`src/rtl/command_line_tokenizer_defines.svh`:
```
// Assertion macros shared by the tokenizer RTL.
`ifndef COMMAND_LINE_TOKENIZER_DEFINES_SVH
`define COMMAND_LINE_TOKENIZER_DEFINES_SVH

`ifndef SYNTHESIS
// The consequent must hold in the same cycle as the antecedent.
`define CLT_ASSERT_IMP(label, clk, rst_n, ante, cons) \
  label: assert property (@(posedge clk) disable iff (!rst_n) (ante) |-> (cons)) \
    else $error("tokenizer assertion failed");
// The consequent must hold in the cycle after the antecedent.
`define CLT_ASSERT_NXT(label, clk, rst_n, ante, cons) \
  label: assert property (@(posedge clk) disable iff (!rst_n) (ante) |=> (cons)) \
    else $error("tokenizer assertion failed");
`else
`define CLT_ASSERT_IMP(label, clk, rst_n, ante, cons)
`define CLT_ASSERT_NXT(label, clk, rst_n, ante, cons)
`endif

`endif

```
`src/rtl/clt_pkg.sv`:
```
// Types, codes and constants of the command line tokenizer.
`default_nettype none

package clt_pkg;

  localparam int MAX_LINE_DEF = 512;
  localparam int MAX_ARGS_DEF = 255;

  localparam int START_W = 9;
  localparam int LEN_W   = 10;
  localparam int IDX_W   = 8;

  localparam logic [LEN_W-1:0] LEN_MAX = 10'd1023;

  localparam logic [7:0] CH_NUL  = 8'h00;
  localparam logic [7:0] CH_AMP  = 8'h26;
  localparam logic [7:0] CH_LESS = 8'h3C;
  localparam logic [7:0] CH_GT   = 8'h3E;
  localparam logic [7:0] CH_SPACE = 8'h20;
  localparam logic [7:0] CH_TAB  = 8'h09;
  localparam logic [7:0] CH_CR   = 8'h0D;

  localparam logic [1:0] KIND_NONE = 2'd0;
  localparam logic [1:0] KIND_ARG  = 2'd1;
  localparam logic [1:0] KIND_IN   = 2'd2;
  localparam logic [1:0] KIND_OUT  = 2'd3;

  localparam logic [2:0] ERR_NONE       = 3'd0;
  localparam logic [2:0] ERR_NO_PROG    = 3'd1;
  localparam logic [2:0] ERR_NO_FILE    = 3'd2;
  localparam logic [2:0] ERR_AMP_POS    = 3'd3;
  localparam logic [2:0] ERR_BAD_REDIR  = 3'd4;
  localparam logic [2:0] ERR_TOO_LONG   = 3'd5;
  localparam logic [2:0] ERR_TOO_MANY   = 3'd6;

  typedef enum logic [9:0] {
    ST_START    = 10'b00_0000_0001,
    ST_GAP      = 10'b00_0000_0010,
    ST_ARG      = 10'b00_0000_0100,
    ST_WANT_IN  = 10'b00_0000_1000,
    ST_WANT_OUT = 10'b00_0001_0000,
    ST_IN       = 10'b00_0010_0000,
    ST_OUT      = 10'b00_0100_0000,
    ST_BG       = 10'b00_1000_0000,
    ST_DONE     = 10'b01_0000_0000,
    ST_ERR      = 10'b10_0000_0000
  } state_e;

  typedef struct packed {
    logic [7:0] ch;
    logic       last_of_line;
  } in_t;

  typedef struct packed {
    logic [1:0]         token_kind;
    logic [START_W-1:0] token_start;
    logic [LEN_W-1:0]   token_len;
    logic [IDX_W-1:0]   token_index;
    logic               background;
    logic [2:0]         error_code;
    logic               line_end;
  } out_t;

endpackage

`default_nettype wire

```
`src/rtl/command_line_tokenizer.sv`:
```
// Command line tokenizer: one byte per beat in, one result beat out.
//
//   channel  | direction | handshake             | payload
//   ---------+-----------+-----------------------+-----------------------------
//   in       | to block  | in_valid_i/in_stall_o | clt_pkg::in_t  (byte, last)
//   out      | from block| out_valid_o/out_stall_i| clt_pkg::out_t (token, flags)
//
// Every accepted byte yields exactly one result beat, registered and shown in the next cycle.
// The next parser state is combinational, so a byte can be taken each clock unless the input stalls.
// A single output register holds the result; input stalls only while it is full
// and the downstream side stalls.
// Reset puts the parser in its start state and empties the output register.
`default_nettype none

module command_line_tokenizer #(
  parameter int MAX_LINE = clt_pkg::MAX_LINE_DEF,
  parameter int MAX_ARGS = clt_pkg::MAX_ARGS_DEF
) (
  input  wire logic          clk_i,
  input  wire logic          rst_ni,
  input  wire logic          in_valid_i,
  output logic               in_stall_o,
  input  wire clt_pkg::in_t  in_data_i,
  output logic               out_valid_o,
  input  wire logic          out_stall_i,
  output clt_pkg::out_t      out_data_o
);

  import clt_pkg::*;

`include "command_line_tokenizer_defines.svh"

  localparam int POS_W  = $clog2(MAX_LINE + 1);
  localparam int BEG_W  = $clog2(MAX_LINE);
  localparam int ARGC_W = $clog2(MAX_ARGS + 1);

  localparam logic [POS_W-1:0]  POS_LIMIT  = POS_W'(MAX_LINE);
  localparam logic [ARGC_W-1:0] ARGS_LIMIT = ARGC_W'(MAX_ARGS);

  state_e              state_q, state_d;
  logic [2:0]          err_q, err_d;
  logic [POS_W-1:0]    pos_q, pos_d;
  logic [BEG_W-1:0]    begin_q, begin_d;
  logic [LEN_W-1:0]    len_q, len_d;
  logic [ARGC_W-1:0]   argc_q, argc_d;
  logic                in_seen_q, in_seen_d;
  logic                out_seen_q, out_seen_d;
  logic                bg_q, bg_d;

  logic                out_valid_q, out_valid_d;
  out_t                out_data_q, out_data_d;

  logic                accept;
  logic                is_blank, is_op;
  logic                is_in, own_seen, other_seen;
  logic [7:0]          same_op;
  logic [7:0]          ch;

  assign ch         = in_data_i.ch;
  assign in_stall_o = out_valid_q & out_stall_i;
  assign accept     = in_valid_i & ~in_stall_o;

  always_comb begin
    is_blank = (ch inside {[CH_TAB:CH_CR], CH_SPACE});
    is_op    = (ch == CH_AMP) || (ch == CH_LESS) || (ch == CH_GT);
  end

  assign is_in      = (state_q == ST_IN);
  assign own_seen   = is_in ? in_seen_q : out_seen_q;
  assign other_seen = is_in ? out_seen_q : in_seen_q;
  assign same_op    = is_in ? CH_LESS : CH_GT;

  // Next parser state and the result for the byte on the input.
  always_comb begin
    state_d    = state_q;
    err_d      = err_q;
    pos_d      = pos_q;
    begin_d    = begin_q;
    len_d      = len_q;
    argc_d     = argc_q;
    in_seen_d  = in_seen_q;
    out_seen_d = out_seen_q;
    bg_d       = bg_q;
    out_data_d = '0;

    if (state_q != ST_DONE && state_q != ST_ERR) begin
      if (pos_q >= POS_LIMIT) begin
        state_d = ST_ERR;
        err_d   = ERR_TOO_LONG;
      end else if (ch == CH_NUL) begin
        state_d = ST_DONE;
      end else begin
        case (state_q)
          ST_START: begin
            if (is_op) begin
              state_d = ST_ERR;
              err_d   = ERR_NO_PROG;
            end else if (!is_blank) begin
              begin_d = BEG_W'(pos_q);
              len_d   = LEN_W'(1);
              state_d = ST_ARG;
            end
          end
          ST_ARG: begin
            if (!is_blank && !is_op) begin
              if (len_q != LEN_MAX) len_d = len_q + LEN_W'(1);
            end else if (argc_q >= ARGS_LIMIT) begin
              state_d = ST_ERR;
              err_d   = ERR_TOO_MANY;
            end else begin
              out_data_d.token_kind  = KIND_ARG;
              out_data_d.token_start = START_W'(begin_q);
              out_data_d.token_len   = len_q;
              out_data_d.token_index = IDX_W'(argc_q);
              argc_d = argc_q + ARGC_W'(1);
              len_d  = '0;
              if (is_blank) begin
                state_d = ST_GAP;
              end else if (ch == CH_AMP) begin
                bg_d    = 1'b1;
                state_d = ST_BG;
              end else if (ch == CH_LESS) begin
                state_d = ST_WANT_IN;
              end else begin
                state_d = ST_WANT_OUT;
              end
            end
          end
          ST_GAP: begin
            if (!is_blank) begin
              if (ch == CH_AMP) begin
                bg_d    = 1'b1;
                state_d = ST_BG;
              end else if (ch == CH_LESS) begin
                state_d = ST_WANT_IN;
              end else if (ch == CH_GT) begin
                state_d = ST_WANT_OUT;
              end else begin
                begin_d = BEG_W'(pos_q);
                len_d   = LEN_W'(1);
                state_d = ST_ARG;
              end
            end
          end
          ST_BG: begin
            if (!is_blank) begin
              state_d = ST_ERR;
              err_d   = ERR_AMP_POS;
            end
          end
          ST_WANT_IN, ST_WANT_OUT: begin
            if (is_op) begin
              state_d = ST_ERR;
              err_d   = ERR_NO_FILE;
            end else if (!is_blank) begin
              begin_d = BEG_W'(pos_q);
              len_d   = LEN_W'(1);
              state_d = (state_q == ST_WANT_IN) ? ST_IN : ST_OUT;
            end
          end
          ST_IN, ST_OUT: begin
            if (is_blank) begin
              if (len_q != '0) begin
                out_data_d.token_kind  = is_in ? KIND_IN : KIND_OUT;
                out_data_d.token_start = START_W'(begin_q);
                out_data_d.token_len   = len_q;
              end
              if (is_in) in_seen_d = 1'b1;
              else       out_seen_d = 1'b1;
              len_d = '0;
            end else if (ch == same_op) begin
              state_d = ST_ERR;
              err_d   = ERR_BAD_REDIR;
            end else if (ch == CH_AMP) begin
              if (!own_seen) begin
                state_d = ST_ERR;
                err_d   = ERR_BAD_REDIR;
              end else begin
                bg_d    = 1'b1;
                len_d   = '0;
                state_d = ST_BG;
              end
            end else if (is_op) begin
              if (!own_seen || other_seen) begin
                state_d = ST_ERR;
                err_d   = ERR_BAD_REDIR;
              end else begin
                len_d   = '0;
                state_d = is_in ? ST_WANT_OUT : ST_WANT_IN;
              end
            end else begin
              // A file word that follows whitespace starts a fresh token here.
              if (len_q == '0) begin_d = BEG_W'(pos_q);
              if (len_q != LEN_MAX) len_d = len_q + LEN_W'(1);
            end
          end
          default: begin
            state_d = state_q;
          end
        endcase
      end
    end

    if (pos_q < POS_LIMIT) pos_d = pos_q + POS_W'(1);

    out_data_d.background = bg_d;
    out_data_d.error_code = (state_d == ST_ERR) ? err_d : ERR_NONE;
    out_data_d.line_end   = in_data_i.last_of_line;
  end

  always_comb begin
    if (accept) begin
      out_valid_d = 1'b1;
    end else begin
      out_valid_d = out_valid_q & out_stall_i;
    end
  end

  always_ff @(posedge clk_i or negedge rst_ni) begin
    if (!rst_ni) begin
      state_q    <= ST_START;
      err_q      <= ERR_NONE;
      pos_q      <= '0;
      begin_q    <= '0;
      len_q      <= '0;
      argc_q     <= '0;
      in_seen_q  <= 1'b0;
      out_seen_q <= 1'b0;
      bg_q       <= 1'b0;
    end else if (accept) begin
      if (in_data_i.last_of_line) begin
        state_q    <= ST_START;
        err_q      <= ERR_NONE;
        pos_q      <= '0;
        begin_q    <= '0;
        len_q      <= '0;
        argc_q     <= '0;
        in_seen_q  <= 1'b0;
        out_seen_q <= 1'b0;
        bg_q       <= 1'b0;
      end else begin
        state_q    <= state_d;
        err_q      <= err_d;
        pos_q      <= pos_d;
        begin_q    <= begin_d;
        len_q      <= len_d;
        argc_q     <= argc_d;
        in_seen_q  <= in_seen_d;
        out_seen_q <= out_seen_d;
        bg_q       <= bg_d;
      end
    end
  end

  always_ff @(posedge clk_i or negedge rst_ni) begin
    if (!rst_ni) begin
      out_valid_q <= 1'b0;
    end else begin
      out_valid_q <= out_valid_d;
    end
  end

  always_ff @(posedge clk_i) begin
    if (accept) begin
      out_data_q <= out_data_d;
    end
  end

  assign out_valid_o = out_valid_q;
  assign out_data_o  = out_data_q;

  `CLT_ASSERT_IMP(a_err_state_code, clk_i, rst_ni, 1'b1,
                  (state_q == ST_ERR) == (err_q != ERR_NONE))
  `CLT_ASSERT_IMP(a_no_token_fields, clk_i, rst_ni,
                  out_valid_q && (out_data_q.token_kind == KIND_NONE),
                  (out_data_q.token_start == '0) && (out_data_q.token_len == '0) &&
                  (out_data_q.token_index == '0))
  `CLT_ASSERT_NXT(a_line_restart, clk_i, rst_ni,
                  accept && in_data_i.last_of_line,
                  (state_q == ST_START) && (pos_q == '0) && (argc_q == '0) && !bg_q)
  `CLT_ASSERT_NXT(a_err_sticky, clk_i, rst_ni,
                  accept && !in_data_i.last_of_line && (state_q == ST_ERR),
                  (state_q == ST_ERR) && $stable(err_q))

endmodule

`default_nettype wire

```
`config.mk`:
```
export PLATFORM = sky130hd
export DESIGN_NAME = command_line_tokenizer
export DESIGN_NICKNAME = d
export VERILOG_FILES = /design/src/rtl/clt_pkg.sv /design/src/rtl/command_line_tokenizer.sv
export VERILOG_INCLUDE_DIRS = /design/src /design/src/rtl
export SDC_FILE = /design/constraint.sdc
export NUM_CORES = 1
export LEC_CHECK = 0
export ABC_AREA = 1
export BUFFER_PORTS_ARGS = -buffer_cell sky130_fd_sc_hd__buf_2
export CAP_MARGIN = 5
export CELL_PAD_IN_SITES_DETAIL_PLACEMENT = 0
export CELL_PAD_IN_SITES_GLOBAL_PLACEMENT = 1
export CORE_MARGIN = 1.5
export CORE_UTILIZATION = 35
export CTS_CLUSTER_SIZE = 20
export DETAILED_ROUTE_END_ITERATION = 8
export PLACE_DENSITY_LB_ADDON = 0.1
export SLEW_MARGIN = 20
export SYNTH_ARGS = -nofsm -noshare
export SYNTH_HDL_FRONTEND = slang
export SYNTH_SLANG_ARGS = --single-unit
```
`constraint.sdc`:
```
create_clock -name clk_i -period 6 [get_ports clk_i]
set_clock_uncertainty 0.15 [all_clocks]
set_input_delay 0.3 -clock clk_i [delete_from_list [all_inputs] [get_ports clk_i]]
set_output_delay 0.3 -clock clk_i [all_outputs]
set_load 0.005 [all_outputs]
```
**After elaboration in Yosys (flattened, before gate mapping)**

Index checks and enable logic that the tools add are counted.

- Register bits after elaboration: 88
- Logic and storage cells: 224
- Output and inout bits: 36
- Input bits: 13

- Eq/ne operators: 37
- Order comparisons: 5
- Bitwise operators: 5
- Reductions and logical operators: 32
- Multiplexer cells: 125
- Add/subtract/negate cells: 3

Operators with widths:

| cell | count |
|---|---|
| $mux W10 | 39 |
| $mux W9 | 15 |
| $mux W8 | 10 |
| $pmux W10 S6 | 1 |
| $mux W28 | 2 |
| $mux W3 | 15 |
| $mux W21 | 2 |
| $pmux W21 S2 | 1 |
| $pmux W10 S4 | 1 |
| $ne A3 B3 Y1 const B | 11 |
| $eq A8 B6 Y1 const B | 4 |
| $mux W1 | 30 |
| $pmux W9 S3 | 1 |
| $reduce_and A7 Y1 | 3 |
| $add A10 B1 Y10 const B | 2 |
| $mux W5 | 4 |
| $ne A10 B10 Y1 const B | 2 |
| $reduce_and A16 Y1 | 1 |
| $pmux W3 S5 | 1 |
| $reduce_and A15 Y1 | 1 |
| $reduce_bool A2 Y1 | 7 |
| $eq A10 B1 Y1 const B | 1 |
| $eq A10 B10 Y1 const B | 1 |
| $eq A10 B2 Y1 const B | 1 |
| other kinds (35) | 51 |

**Longest topological paths before layout**

- Depth after elaboration: 14
- Mapped depth: 18
- Depth with buffers taken out: 17

**Worst setup path after synthesis**

OpenSTA, ideal clock, no wires.

- Path type: register to register
- From: register out_valid_q, in the netlist out_valid_o
- To: register out_data_q, in the netlist out_data_o[0], enable pin
- Library setup time: 0.411 ns
- Clock period less this slack: 2.393 ns
- Data arrival time: 1.832 ns
- Required time: 5.439 ns
- Buffers on the path: 1
- Stages on the path, launching flop included: 5
- Setup slack: 3.607 ns
- Cell sequence: dfrtp_1 > nand2_1 > inv_1 > nor2_1 > clkbuf_1

- Cells in the longest elaborated chain, start to end: 3

Ends and longest elaborated chain:

| what | RTL line | source |
|---|---|---|
| from (decl) | command_line_tokenizer.sv:50 | `logic out_valid_q, out_valid_d;` |
| from (signal assigned) | command_line_tokenizer.sv:259 | `out_valid_q <= out_valid_d;` |
| $and A1 B1 Y1 | command_line_tokenizer.sv:60 | `assign in_stall_o = out_valid_q & out_stall_i;` |
| named net in_stall_o | command_line_tokenizer.sv:22 | `output logic in_stall_o,` |
| $not A1 Y1 | command_line_tokenizer.sv:61 | `assign accept = in_valid_i & ~in_stall_o;` |
| $and A1 B1 Y1 | command_line_tokenizer.sv:61 |  |
| named net accept | command_line_tokenizer.sv:53 | `logic accept;` |
| to (signal assigned) | command_line_tokenizer.sv:265 | `out_data_q <= out_data_d;` |
| to (decl) | command_line_tokenizer.sv:51 | `out_t out_data_q, out_data_d;` |

The timed path passes the listed nets, and every way through them passes these cells.
A chain may end at the register's enable or synchronous reset.

**Worst setup path after layout**

- From: input port out_stall_i
- To: register len_q[3]

- Cells in the longest elaborated chain, start to end: 4

Ends and longest elaborated chain:

| what | RTL line | source |
|---|---|---|
| from (decl) | command_line_tokenizer.sv:25 | `input wire logic out_stall_i,` |
| $and A1 B1 Y1 | command_line_tokenizer.sv:60 |  |
| $not A1 Y1 | command_line_tokenizer.sv:61 |  |
| $and A1 B1 Y1 | command_line_tokenizer.sv:61 |  |
| $reduce_and A15 Y1 (no line) | - |  |
| to (signal assigned) | command_line_tokenizer.sv:246 | `len_q <= len_d;` |
| to (decl) | command_line_tokenizer.sv:44 | `logic [LEN_W-1:0] len_q, len_d;` |

No other way between the ends.

==> out/results.txt <==
Yosys warnings: 0
Initial DRC Count: 353
Core Area: 0.01583 mm^2
Design area: 0.006456 mm^2
Reg2Reg Depth: 11
Worst r2r src: out_valid_o$_DFF_PN0_
Routed vias: 5150
Vias per cell: 5.119
Total Routing Usage GR: 0.1991
WP data arrival: 3280 ps
Final setup violating endpoints: 0
First-pass iteration count of the detailed router: 5
Setup bufs post-CTS: 0
Hold Path Cell Cnt: 3
Fmax achieved: 312.7 MHz
Startpoint Class: input port
Outcome: finished, final reports clean
Syn avg cell area: 7.710 um^2
Instance count of the mapped netlist: 735
Peak supply drop: 0.0001318 V
Pleak: 2.823 nW
Most frequent cells in the layout: nand2_1, inv_1, nor2_1
Worst Path Required: 6080 ps
Setup TNS Final: 0 ps
RSZ-0062 raised after global routing: false
Metal1 wirelength: 7.427 mm
Fin. Hold Viols: 0
Wire per inst: 15.96 um
Post-synthesis cell area: 0.005667 mm^2
GRT overflow: 0
Post-Syn Nets: 753
Synth cell types: 51
Syn-to-layout area delta: 13.93%
Clock Tree Root: clkbuf_16
Seq/Total Area, Yosys: 0.4189
Tmin final: 3198 ps
TritonCTS Buffers: 9
Setup CP Type: input port to register
Rel. slew slack: 0.3834
CTS Buffer Depth: 2
Simple-Gate Fraction of Synth Area: 0.3330
Post-CTS Hold Fix Bufs: 2
DRT Wirelength: 16.06 mm
CTS tree: yes
Initial antenna violation count: 0
Worst min-delay path class: input port to register
Final Net Count: 803
Fraction of layout cells with a size suffix above 1: 0.1911
Starting density of the core: 0.3580
Die area: 0.01696 mm^2
Post-Synth XOR/XNOR Area: 0.01236
Critical path peak fanout: 14
Multi-input logic area: 0.002798 mm^2
Final period utilization: 0.5330
Top layer in use: met4
Post-synthesis register bit count: 88
WHS: 34.41 ps
Mux cell area share after synthesis: 0
Final max-slew violation count: 0
Chip Height: 130.2 um
Synth Area in Adders: 0.01104
Worst slew pin tran: 921.5 ps
Synth Area in Compound Gates: 0.1360
GPL Wtd Cong: 0.9132
Cts repair resizes: 0
Largest net degree at the start of global routing: 55
Final core occ: 0.4079
Power per cell area: 379.4 mW/mm^2
HPWL after DPL: 11.83 mm
Post-route DRC violation count: 0
Storage cell area: 0.002374 mm^2
Crit path launch: out_stall_i
Worst-Skew Late Latency: 350 ps
Placed cell area: 0.006105 mm^2
H-tree Lvls: 3
Diodes inserted: 0
Vias in the first global route: 4872
Clock transition at path regs: 60 ps
Most common cell after layout, fill and taps aside: nand2_1
Sink Count: 88
R2r setup slk: 3010 ps
Final ANT Viol Nets: 0
Met2 wire length: 7.751 mm
Fill cell count: 1636
IO Port Bufs: 48
Largest family of logic cells by synthesized area: simple AND/OR/NAND/NOR gates
Maxcap violations: 0
Met3 wire length: 617 um
Critical Path End Type: register
Hold path start: in_valid_i
First-pass GRT wire length: 25.59 mm
IO Pins: 49
Row count: 46
Power Total: 2.450 mW
Die W: 130.2 um
[routing by layer]
layer / vias up / track usage
met5: - / 0
met4: 0 / 0.07320
met3: 18 / 0.02255
met2: 147 / 0.3387
met1: 2451 / 0.2607
li1: 2534 / -
[through the flow]
step,setup WS [ps],cells
after global placement,2376,987
after CTS,2329,1005
after global routing,2573,1006
final,2802,1006
after floorplan,3607,735
after detailed placement,2181,987
[sequential cells by signal, indices dropped and copies added (netlist names)]
register and cells:
out_data_o 34, len_q 10, pos_q 10, state_q 10
begin_q 9, argc_q 8, err_q 3, bg_q 1
in_seen_q 1, out_seen_q 1, out_valid_o 1
[power breakdown]
| part | switching, mW | internal [mW] | total (mW) |
|---|---|---|---|
| Combinational | 0.755 | 0.330 | 1.09 |
| Clock | 0.246 | 0.366 | 0.612 |
| Sequential | 0.0699 | 0.683 | 0.753 |
[final cells by class]
cell class | count | area share
Clock buffer | 9 | 0.03488
Clock inverter | 7 | 0.01473
Inverter | 108 | 0.06318
Multi-Input combinational cell | 525 | 0.4333
Sequential cell | 88 | 0.3676
Tap cell | 216 | 0.04186
Timing Repair Buffer | 53 | 0.04438
[path summary, 6_finish.rpt]
path                                               end
min in group asynchronous        argc_q[4]$_DFFE_PN0P_
worst max-delay path              len_q[3]$_DFFE_PN0P_
worst min register to register  begin_q[0]$_DFFE_PN0P_
worst max register to register    len_q[3]$_DFFE_PN0P_
worst min-delay path             out_valid_o$_DFF_PN0_
max in group asynchronous       state_q[6]$_DFFE_PN0P_
[cells in the mapped netlist (all sizes together)]
master | n | area (um^2)
o21bai | 1 | 7.510
nor4 | 4 | 31.28
o211ai | 12 | 90.09
xnor2 | 1 | 8.760
nand4 | 12 | 75.07
or2 | 1 | 6.260
edfxtp | 34 | 1021
dfstp | 1 | 26.28
nand3b | 2 | 15.01
nor3 | 18 | 112.6
a31oi | 5 | 37.53
nand3 | 66 | 362.9
o22ai | 8 | 50.05
ha | 5 | 62.56
xor2 | 7 | 61.31
o31ai | 7 | 52.55
dfrtp | 53 | 1326
o21ai | 41 | 246.5
a2bb2oi | 1 | 8.760
buf | 12 | 87.58
o2111ai | 3 | 26.28
nor2 | 104 | 475.5
and3 | 1 | 6.260
inv | 106 | 400.4
clkbuf | 2 | 7.510
a211oi | 2 | 20.02
a221oi | 1 | 8.760
nand2 | 183 | 802.0
a21oi | 39 | 214.0
o32ai | 1 | 8.760
clkinv | 2 | 7.510
[logic make-up (layout without fill, tap and decap cells)]
| family | count (synthesis) | in the layout |
|---|---|---|
| AO/OA/AOI/OAI | 121 | 121 |
| AND/OR/NAND/NOR | 391 | 391 |
| XOR/XNOR | 8 | 8 |
| adder cells (fa/ha/maj) | 5 | 5 |
| buffers and inverters | 122 | 177 |
| flip-flops | 88 | 88 |
[worst max-delay path: stages]
cell	delay (ps)
dlygate4sd3_1	530
buf_2	120
nand2_1	60
inv_1	70
nor2_4	100
inv_2	110
nor2_1	710
inv_1	310
nand2_1	190
nand3b_1	330
buf_6	300
nand2_2	70
o21ai_2	50
No activity file was read; power rests on OpenSTA's default activity.
